$ cat config.mk
export PLATFORM = sky130hd
export DESIGN_NAME = double_ended_queue_core
export DESIGN_NICKNAME = d
export VERILOG_FILES = /design/src/rtl/deq_pkg.sv /design/src/rtl/deq_ctrl.sv /design/src/rtl/deq_datapath.sv /design/src/rtl/double_ended_queue_core.sv
export SDC_FILE = /design/constraint.sdc
export NUM_CORES = 1
export LEC_CHECK = 0
export BUFFER_PORTS_ARGS = -buffer_cell sky130_fd_sc_hd__buf_2
export CAP_MARGIN = 25
export CELL_PAD_IN_SITES_DETAIL_PLACEMENT = 1
export CELL_PAD_IN_SITES_GLOBAL_PLACEMENT = 1
export CORE_ASPECT_RATIO = 0.7
export CORE_MARGIN = 10
export CORE_UTILIZATION = 33
export DETAILED_ROUTE_END_ITERATION = 12
export HOLD_SLACK_MARGIN = 0.08
export PLACE_DENSITY_LB_ADDON = 0.2
export RECOVER_POWER = 50
export SLEW_MARGIN = 20
export SYNTH_ARGS = -nofsm -noshare
export SYNTH_HDL_FRONTEND = slang
export SYNTH_SLANG_ARGS = --single-unit
$ cat constraint.sdc
create_clock -name clk -period 4.1 [get_ports clk]
set_clock_uncertainty 0.05 [all_clocks]
set_input_delay 1.025 -clock clk [delete_from_list [all_inputs] [get_ports clk]]
set_output_delay 1.025 -clock clk [all_outputs]
set_load 0.02 [all_outputs]
$ cat src/rtl/deq_pkg.sv
// ----------------------------------------------------------------------------
// deq_pkg
// Shared types and codes for the double-ended queue core: command and status
// codes, field widths and the controller-to-datapath command group.
// ----------------------------------------------------------------------------
package deq_pkg;

	localparam int CMD_W    = 2;
	localparam int STATUS_W = 2;
	localparam int VALUE_W  = 32;
	localparam int OCC_W    = 4;

	typedef enum logic [CMD_W-1:0] {
		CMD_INS_REAR  = 2'd0,
		CMD_INS_FRONT = 2'd1,
		CMD_REM_FRONT = 2'd2,
		CMD_REM_REAR  = 2'd3
	} cmd_t;

	typedef enum logic [STATUS_W-1:0] {
		ST_DONE  = 2'd0,
		ST_FULL  = 2'd1,
		ST_EMPTY = 2'd2
	} status_t;

	// controller to datapath
	typedef struct packed {
		logic load;   // capture the incoming command word
		logic exec;   // carry out the captured command
	} deq_ctl_t;

endpackage

$ cat src/rtl/deq_ctrl.sv
// ----------------------------------------------------------------------------
// deq_ctrl
// Sequencer for the queue core: accepts a command, runs it through the execute
// state of the datapath and strobes the result for one cycle.
// ----------------------------------------------------------------------------
module deq_ctrl
	import deq_pkg::*;
(
	input  logic     clk,
	input  logic     arst_n,
	input  logic     start,
	output logic     busy,
	output logic     done,
	output deq_ctl_t ctl
);

	typedef enum logic [1:0] {
		S_IDLE,
		S_EXEC,
		S_RESP
	} state_t;

	state_t state_q;
	logic   busy_q;
	logic   done_q;
	logic   accept;

	assign accept   = start && !busy_q;
	assign ctl.load = accept;
	assign ctl.exec = (state_q == S_EXEC);
	assign busy     = busy_q;
	assign done     = done_q;

	always_ff @(posedge clk or negedge arst_n) begin
		if (!arst_n) begin
			state_q <= S_IDLE;
			busy_q  <= 1'b0;
			done_q  <= 1'b0;
		end else begin
			case (state_q)
				S_IDLE: begin
					done_q <= 1'b0;
					if (accept) begin
						state_q <= S_EXEC;
						busy_q  <= 1'b1;
					end
				end
				S_EXEC: begin
					state_q <= S_RESP;
					busy_q  <= 1'b0;
					done_q  <= 1'b1;
				end
				S_RESP: begin
					// next word may be taken while the result is on the ports
					done_q <= 1'b0;
					if (accept) begin
						state_q <= S_EXEC;
						busy_q  <= 1'b1;
					end else begin
						state_q <= S_IDLE;
					end
				end
				default: begin
					state_q <= S_IDLE;
					busy_q  <= 1'b0;
					done_q  <= 1'b0;
				end
			endcase
		end
	end

	a_accept_to_done: assert property (@(posedge clk) disable iff (!arst_n)
		accept |-> ##2 done)
		else $error("accepted word did not produce a result two cycles later");

	a_done_single: assert property (@(posedge clk) disable iff (!arst_n)
		done |=> !done)
		else $error("result strobe held longer than one cycle");

	a_exec_busy: assert property (@(posedge clk) disable iff (!arst_n)
		ctl.exec |-> busy)
		else $error("execute cycle while not busy");

endmodule

$ cat src/rtl/deq_datapath.sv
// ----------------------------------------------------------------------------
// deq_datapath
// Circular word store with head and tail pointers and a fill count. Executes
// one captured command per exec pulse and holds the result registers.
// ----------------------------------------------------------------------------
module deq_datapath
	import deq_pkg::*;
#(
	parameter int DEPTH      = 8,
	parameter int DATA_WIDTH = 32
) (
	input  logic                      clk,
	input  logic                      arst_n,
	input  deq_ctl_t                  ctl,
	input  logic [CMD_W-1:0]          command,
	input  logic signed [VALUE_W-1:0] data_value,
	output logic [STATUS_W-1:0]       status,
	output logic signed [VALUE_W-1:0] removed_value,
	output logic [OCC_W-1:0]          occupancy
);

	localparam int PTR_W = (DEPTH > 1) ? $clog2(DEPTH) : 1;
	localparam int CNT_W = $clog2(DEPTH + 1);
	localparam logic [PTR_W-1:0] LAST = PTR_W'(DEPTH - 1);
	localparam logic [CNT_W-1:0] FULL_CNT = CNT_W'(DEPTH);

	logic [DATA_WIDTH-1:0] mem [DEPTH];

	cmd_t                  cmd_q;
	logic [DATA_WIDTH-1:0] data_q;
	logic [PTR_W-1:0]      head_q, tail_q;
	logic [CNT_W-1:0]      count_q;
	status_t               status_q;
	logic                  take_q;
	logic [DATA_WIDTH-1:0] rd_q;

	logic [PTR_W-1:0] head_inc, head_dec, tail_inc, tail_dec;
	logic [PTR_W-1:0] head_d, tail_d, wr_addr, rd_addr;
	logic [CNT_W-1:0] count_d;
	status_t          status_d;
	logic             take_d, wr_en, empty, full;

	assign empty = (count_q == '0);
	assign full  = (count_q == FULL_CNT);

	assign head_inc = (head_q == LAST) ? '0 : head_q + 1'b1;
	assign head_dec = (head_q == '0) ? LAST : head_q - 1'b1;
	assign tail_inc = (tail_q == LAST) ? '0 : tail_q + 1'b1;
	assign tail_dec = (tail_q == '0) ? LAST : tail_q - 1'b1;

	always_comb begin
		head_d   = head_q;
		tail_d   = tail_q;
		count_d  = count_q;
		status_d = ST_DONE;
		take_d   = 1'b0;
		wr_en    = 1'b0;
		wr_addr  = tail_inc;
		rd_addr  = head_q;
		case (cmd_q)
			CMD_INS_REAR, CMD_INS_FRONT: begin
				if (empty) begin
					// first word always lands at entry zero
					head_d  = '0;
					tail_d  = '0;
					wr_addr = '0;
					wr_en   = 1'b1;
					count_d = CNT_W'(1);
				end else if (full) begin
					status_d = ST_FULL;
				end else if (cmd_q == CMD_INS_REAR) begin
					tail_d  = tail_inc;
					wr_addr = tail_inc;
					wr_en   = 1'b1;
					count_d = count_q + 1'b1;
				end else begin
					head_d  = head_dec;
					wr_addr = head_dec;
					wr_en   = 1'b1;
					count_d = count_q + 1'b1;
				end
			end
			CMD_REM_FRONT, CMD_REM_REAR: begin
				rd_addr = (cmd_q == CMD_REM_FRONT) ? head_q : tail_q;
				if (empty) begin
					status_d = ST_EMPTY;
				end else begin
					take_d  = 1'b1;
					count_d = count_q - 1'b1;
					if (count_q == CNT_W'(1)) begin
						// last word out: park both pointers at zero
						head_d = '0;
						tail_d = '0;
					end else if (cmd_q == CMD_REM_FRONT) begin
						head_d = head_inc;
					end else begin
						tail_d = tail_dec;
					end
				end
			end
			default: begin
				status_d = ST_DONE;
			end
		endcase
	end

	// captured command word, payload only
	always_ff @(posedge clk) begin
		if (ctl.load) begin
			cmd_q  <= cmd_t'(command);
			data_q <= DATA_WIDTH'($unsigned(data_value));
		end
	end

	always_ff @(posedge clk or negedge arst_n) begin
		if (!arst_n) begin
			head_q   <= '0;
			tail_q   <= '0;
			count_q  <= '0;
			status_q <= ST_DONE;
			take_q   <= 1'b0;
		end else if (ctl.exec) begin
			head_q   <= head_d;
			tail_q   <= tail_d;
			count_q  <= count_d;
			status_q <= status_d;
			take_q   <= take_d;
		end
	end

	always_ff @(posedge clk) begin
		if (ctl.exec && wr_en) begin
			mem[wr_addr] <= data_q;
		end
		if (ctl.exec) begin
			rd_q <= mem[rd_addr];
		end
	end

	assign status        = status_q;
	assign removed_value = $signed(take_q ? VALUE_W'(rd_q) : {VALUE_W{1'b0}});
	assign occupancy     = OCC_W'(count_q);

	a_count_range: assert property (@(posedge clk) disable iff (!arst_n)
		count_q <= FULL_CNT)
		else $error("fill count beyond store depth");

	a_full_refuse: assert property (@(posedge clk) disable iff (!arst_n)
		(ctl.exec && full && (cmd_q == CMD_INS_REAR || cmd_q == CMD_INS_FRONT))
		|=> ($stable(count_q) && $stable(head_q) && $stable(tail_q)
			&& status_q == ST_FULL))
		else $error("insert into full queue changed state");

	a_single_ptrs: assert property (@(posedge clk) disable iff (!arst_n)
		(count_q == CNT_W'(1)) |-> (head_q == tail_q))
		else $error("one stored word but head and tail differ");

	a_ptr_range: assert property (@(posedge clk) disable iff (!arst_n)
		(head_q <= LAST) && (tail_q <= LAST))
		else $error("pointer outside store");

endmodule

$ cat src/rtl/double_ended_queue_core.sv
// ----------------------------------------------------------------------------
// double_ended_queue_core
// Double-ended queue over a circular store of DEPTH words with insert and
// remove at both ends, one status result per command.
// ----------------------------------------------------------------------------
// Result strobe (done) is raised in the result state, after the execute state
//   that follows acceptance. busy is high in the execute state, so no command
//   is taken there; the next command may be taken during the result state.
// The receiver cannot stall: done is high for one cycle per result.
// Reset clears pointers, fill count and control; store contents are left
//   undefined; removed_value is forced to zero unless a word was taken.
module double_ended_queue_core
	import deq_pkg::*;
#(
	parameter int DEPTH      = 8,
	parameter int DATA_WIDTH = 32
) (
	input  logic                      clk,
	input  logic                      arst_n,
	input  logic                      start,
	output logic                      busy,
	input  logic [CMD_W-1:0]          command,
	input  logic signed [VALUE_W-1:0] data_value,
	output logic                      done,
	output logic [STATUS_W-1:0]       status,
	output logic signed [VALUE_W-1:0] removed_value,
	output logic [OCC_W-1:0]          occupancy
);

	deq_ctl_t ctl;

	deq_ctrl u_ctrl (
		.clk    (clk),
		.arst_n (arst_n),
		.start  (start),
		.busy   (busy),
		.done   (done),
		.ctl    (ctl)
	);

	deq_datapath #(
		.DEPTH      (DEPTH),
		.DATA_WIDTH (DATA_WIDTH)
	) u_datapath (
		.clk           (clk),
		.arst_n        (arst_n),
		.ctl           (ctl),
		.command       (command),
		.data_value    (data_value),
		.status        (status),
		.removed_value (removed_value),
		.occupancy     (occupancy)
	);

endmodule
# Yosys cells after proc, flatten, opt, wreduce, memory -nomap -nowiden
# Memories as Yosys holds them, arrays and structs flattened. A register that Yosys moved wholly into a read port is not among the register bits.
# Cells that the tools add are included.
word_totals:
  wordCells: 94
  output_inout_bits: 40
  mem_count: 1
  ram_bits: 256
  input_bits: 37
  regBits: 51
op_classes:
  n_eq_ne: 17
  muxes: 46
  n_reduce_logical: 14
  add_sub_neg: 6
mem_list:
  columns: ["memory", "words", "word_bits", "read_ports", "rd_ports_with_merged_regs", "write_ports", "line", "source"]
  rows:
  - ["u_datapath.mem", 8, 32, 1, 1, 1, "deq_datapath.sv:27", "logic [DATA_WIDTH-1:0] mem [DEPTH];"]
ops:
  columns: ["operator", "count"]
  rows:
  - ["two-way mux 3 bit", 22]
  - ["two-way mux 32 bit", 1]
  - ["two-way mux 1 bit", 12]
  - ["two-way mux 4 bit", 3]
  - ["one-hot mux 3 bit (2 select lines)", 2]
  - ["AND reduction 5 bit", 2]
  - ["one-hot mux 4 bit (2 select lines)", 1]
  - ["adder 3 x 1 -> 3 bit (second input constant)", 2]
  - ["== test 2 bit (second input constant)", 3]
  - ["== test 3 bit (second input constant)", 2]
  - ["logical NOT 3 bit", 2]
  - ["two-way mux 2 bit", 3]
  - ["!= test 3 x 1 -> 1 bit (second input constant)", 2]
  - ["!= test 3 x 2 -> 1 bit (second input constant)", 2]
  - ["one-hot mux 2 bit (3 select lines)", 1]
  - ["OR reduction 2 bit", 3]
  - ["subtractor 3 x 1 -> 3 bit (second input constant)", 2]
  - ["adder 4 x 1 -> 4 bit (second input constant)", 1]
  - ["== test 2 x 1 -> 1 bit (second input constant)", 2]
  - ["== test 4 x 1 -> 1 bit (second input constant)", 1]
  - ["== test 4 bit (second input constant)", 1]
  - ["logical NOT 2 bit", 2]
  - ["logical NOT 4 bit", 1]
  - ["!= test 2 x 1 -> 1 bit (second input constant)", 2]
  - ["other kinds (7)", 8]

# Longest topological paths before layout
depth:
  word_depth: 7
  ltp_mapped: 8
  ltp_nobuf: 6

# Cells and area by module
# From an unflattened synthesis, not the netlist that was laid out.
hier_totals:
  hier_cells: 826
  area_unflattened_um2: 13782.0
by_module_without_submodules:
  columns: ["mod", "instances", "cells_each", "area_per_inst_um2"]
  rows:
  - ["deq_datapath", 1, 816, 13633.1]
  - ["deq_ctrl", 1, 10, 148.9]

# Worst setup path after synthesis
# Ideal clock, no wire load.
synth_path:
  path_type: "register to register"
  start: "register u_ctrl.state_q[1]"
  end: "memory u_datapath.mem[2][0], enable pin"
  n_path_buf: 0
  setup_ps: 461
  synth_period_minus_slack_ps: 4417
  path_stages_with_launch: 5
  slack_ps: -317
  arrival_time_ps: 3906
  cell_sequence: "dfrtp_1 > nand2b_1 > inv_1 > nand4_1 > nor3_1"
synth_lines:
  columns: ["element", "line", "source"]
  rows:
  - ["start: declaration", "deq_ctrl.sv:23", "state_t state_q;"]
  - ["start signal: assignment", "deq_ctrl.sv:36", "state_q <= S_IDLE;"]
  - ["start signal: assignment", "deq_ctrl.sv:44", "state_q <= S_EXEC;"]
  - ["start signal: assignment", "deq_ctrl.sv:49", "state_q <= S_RESP;"]
  - ["end: declaration", "deq_datapath.sv:27", null]

# Worst setup path after layout
layout_path:
  start: "register u_datapath.count_q[1] (netlist: u_datapath.occupancy[1])"
  end: "memory u_datapath.mem[1][20], enable pin"
layout_via:
  elab_chain_cells: 7
layout_lines:
  columns: ["element", "line", "source"]
  rows:
  - ["start: declaration", "deq_datapath.sv:32", "logic [CNT_W-1:0] count_q;"]
  - ["start signal: assignment", "deq_datapath.sv:125", "count_q <= count_d;"]
  - ["== test 4 bit", "deq_datapath.sv:44", "assign full = (count_q == FULL_CNT);"]
  - ["two-way mux 1 bit", "deq_datapath.sv:69", "end else if (full) begin"]
  - ["two-way mux 1 bit", "deq_datapath.sv:62", "if (empty) begin"]
  - ["two-way mux 1 bit", "deq_datapath.sv:60", "case (cmd_q)"]
  - ["logical AND 1 bit", "deq_datapath.sv:132", "if (ctl.exec && wr_en) begin"]
  - ["two-way mux 1 bit", "deq_datapath.sv:132", null]
  - ["two-way mux 1 bit (not written as such)", "deq_datapath.sv:133", "mem[wr_addr] <= data_q;"]
# Parallel ways exist; a longest one is shown, timed or not.

==> impl_metrics.yaml <==
timing:
  fin_crit_sh: 0.821
  max_slew_margin: -0.689
  max_freq_mhz: 297
  drv_slew: 36
  setup_viol: 0
  finalHoldViolCount: 0
  finalWorstPathRequiredPeriod_ps: 3370
  tightest_slew_ps: 2530
  rsz0062_at_grt: "no"
clocking:
  post_cts_resized: 0
  post-cts-setup-buffers: 0
  htreeDepth: 2
  cts_buffers: 36
  worstSkewPairLatency_ps: 530
  clkSinkCount: 339
  cts_tree: "yes"
  clockRootBuffer: "clkbuf_16"
  cts_max_path_buffers: 3
  clkTransAtPathRegs_ps: 70
  hold_buffers: 0
placed_design:
  placed_cells: 1414
  post-dp-hpwl_um: 20100
  portBuffers: 76
  place.gp.congestion: 0.729
  dpl_cell_area_um2: 14800
power:
  power_leakage_nw: 5.38
  peakVddDrop_uv: 291
  pwr-share-clk: 0.307
  combPwrFrac: 0.263
  switching_share: 0.319
  p_sw_mw: 3.15
  power_density_nw_per_um2: 623
  sequentialPowerShare: 0.430
  power_mw: 9.86
  p_int_mw: 6.71
detailed_routing:
  dr_total_vias: 7689
  drt_iter0_drc: 612
  postRouteAntennaNets: 0
  wirelength_um: 34100
  viasPerCell: 5.21
  drc: 0
  avgRoutedWirePerCell_um: 23.1
  firstDrtPassIters: 5
die:
  die_x_um: 263
  num_rows: 62
  fp.dieArea_um2: 49900
  start_util: 0.333
  fp.dieH_um: 190
  ioPinCount: 77
  core_area_um2: 40900
layout:
  fin_cells: 1476
  drive_gt1_frac: 0.201
  most-common-layout-cells: "322 x edfxtp_1, 98 x a211oi_1, 96 x and3_1, 73 x buf_2, 37 x clkbuf_16"
  fin_nets: 956
  postLayoutCellArea_um2: 15800
  final_common_cell: "edfxtp_1"
  area_growth_syn_to_layout_pct: 16.3
logic_synthesis:
  synthCells: 822
  async_reset_ff_frac: 0.0501
  syn-cell-area_um2: 13600
  ys_warn_count: 0
  synth-edff-count: 322
  synth.avg_cell_area_um2: 16.6
  synth_seq_cells: 339
  ys_types: 56
  synthFlopType: "edfxtp_1"
  synthesis.nets: 870
  yosysSeqAreaShare: 0.742
global_route:
  use_met1: 0.195
  met2_usage: 0.201
  grt-ovfl-total: 0
  met3_usage: 0.0277
  first_global_vias: 8042
  grt_max_degree: 97
  grt_pass1_wl_um: 52300
  antenna_found_initial: 2
  top_usage_layer: "met2"
  grt_usage: 0.134
worst_setup_path:
  worstReg2RegStart: "u_datapath.occupancy[1]$_DFFE_PN0P_"
  cp_slowest_cell: "a221oi_1"
  startpoint: "u_datapath.occupancy[1]$_DFFE_PN0P_"
  end_kind: "flip-flop"
  rrSetupSlack_ps: 730
  path_depth: 7
  reg2regPathDepth: 7
  crit_buf_inv: 2
  cp_max_fo: 32
  crit_arrival_ps: 3530
  r2r_end: "u_datapath.mem[1][20]$_DFFE_PP_"
  slowest_delay_ps: 940
  start_kind: "flip-flop"
  cp_data_required_time_ps: 4260
  critPathCapture: "u_datapath.mem[1][20]$_DFFE_PP_"
  crit_type: "reg -> reg"
  worstPathCellList: "inv_1 > ha_1 > nor2b_1 > nor2_1 > a221oi_1 > nor3_4 > buf_4"
  crit_family: "compound AO/OA/AOI/OAI gates"
status:
  status: "finished, violations left"
  violations: "max-capacitance violations, max-slew violations"
flow_run:
  max_cap_viol_count: 1
worst_hold_path:
  hold_class: "reg -> reg"
## worst min path at each step
stage,from,endpoint,slack [ps],cells past startpoint
CTS,arst_n,u_datapath.occupancy[3]$_DFFE_PN0P_,370,1
finish,u_ctrl.state_q[0]$_DFFE_PN0P_,u_ctrl.busy$_DFFE_PN0P_,420,1
global placement,u_ctrl.state_q[0]$_DFFE_PN0P_,u_ctrl.state_q[0]$_DFFE_PN0P_,410,1
detailed placement,u_ctrl.state_q[0]$_DFFE_PN0P_,u_ctrl.busy$_DFFE_PN0P_,420,1
floorplan,u_ctrl.state_q[0]$_DFFE_PN0P_,u_ctrl.busy$_DFFE_PN0P_,380,1
global route,u_ctrl.state_q[0]$_DFFE_PN0P_,u_ctrl.busy$_DFFE_PN0P_,460,1
## worst register-to-register path, cell delays in order (launching register included)
cell and delay [ps]:
dfrtp_1 440, inv_1 130, ha_1 320, nor2b_1 580, nor2_1 160, a221oi_1 940
nor3_4 60, buf_4 330
## synthesized netlist by cell type, types with 6 or more instances
cell type	count	area, um2
a2111oi_1	8	80.1
a2111oi_2	22	330
a211oi_1	98	736
a21oi_1	7	35.0
and2_1	33	206
and3_1	96	601
buf_2	19	95.1
buf_4	6	45.0
clkbuf_1	30	113
dfrtp_1	17	425
edfxtp_1	322	9670
ha_1	11	138
inv_1	12	45.0
mux2i_1	36	360
nand2_1	9	33.8
nand3_1	6	30.0
nor2_1	7	26.3
nor3_1	12	60.1
o21ai_0	6	30.0
o31ai_1	7	52.6
## power by group through the flow
stage,Clock [mW],Combinational [mW],Sequential [mW]
floorplan,0,1.80,4.23
global placement,0,2.62,4.32
detailed placement,0,2.64,4.32
CTS,3.12,2.65,4.25
global route,3.26,2.86,4.27
finish,3.02,2.60,4.24
## sequential cells by signal, summed over array words and instances, names as in the netlist
| register | flops |
|---|---|
| u_datapath.take_q | 1 |
| u_ctrl.done | 1 |
| u_datapath.data_q | 32 |
| u_datapath.head_q | 3 |
| u_ctrl.busy | 1 |
| u_datapath.status | 2 |
| u_datapath.mem | 256 |
| u_datapath.rd_q | 32 |
| u_datapath.cmd_q | 2 |
| u_datapath.tail_q | 3 |
| u_datapath.occupancy | 4 |
| u_ctrl.state_q | 2 |
## layout make-up
cell class | count | area [um2]
diodes | 1 | 2.50
clock buffers | 47 | 973
clock inverters | 14 | 83.8
fillers | 4043 | 25100
inverters | 13 | 48.8
multi-input cells | 412 | 3300
flip-flops and latches | 339 | 10100
well taps | 544 | 681
repair buffers | 106 | 636
## per-layer routing
metal  share of wire  up-vias
met5               0        -
met4           0.018        0
met3           0.049       46
met2            0.44      161
met1            0.49     3979
li1                -     3503
## cell families (layout without fill, tap and decap cells)
group                    Yosys count  after routing  share of synthesized area
other                              0              1                          0
flip-flops                       339            339                      0.742
AND/OR/NAND/NOR                  192            192                     0.0871
multiplexers                      38             38                     0.0287
AO/OA/AOI/OAI                    169            169                      0.106
buffers and inverters             71            180                     0.0246
adder cells (fa/ha/maj)           11             11                     0.0101
XOR/XNOR                           2              2                    0.00129
## per-stage QoR
stage                     utilization  setup WS [ps]  TNS [ps]  hold slack, ps
final                           0.387            732         0             423
after global routing            0.387            437         0             457
after CTS                       0.387            685         0             374
after detailed placement        0.361            793         0             420
after global placement          0.361            880         0             414
after floorplan                     -           -317    -40610             375
Power figures use the tool's default switching activity.
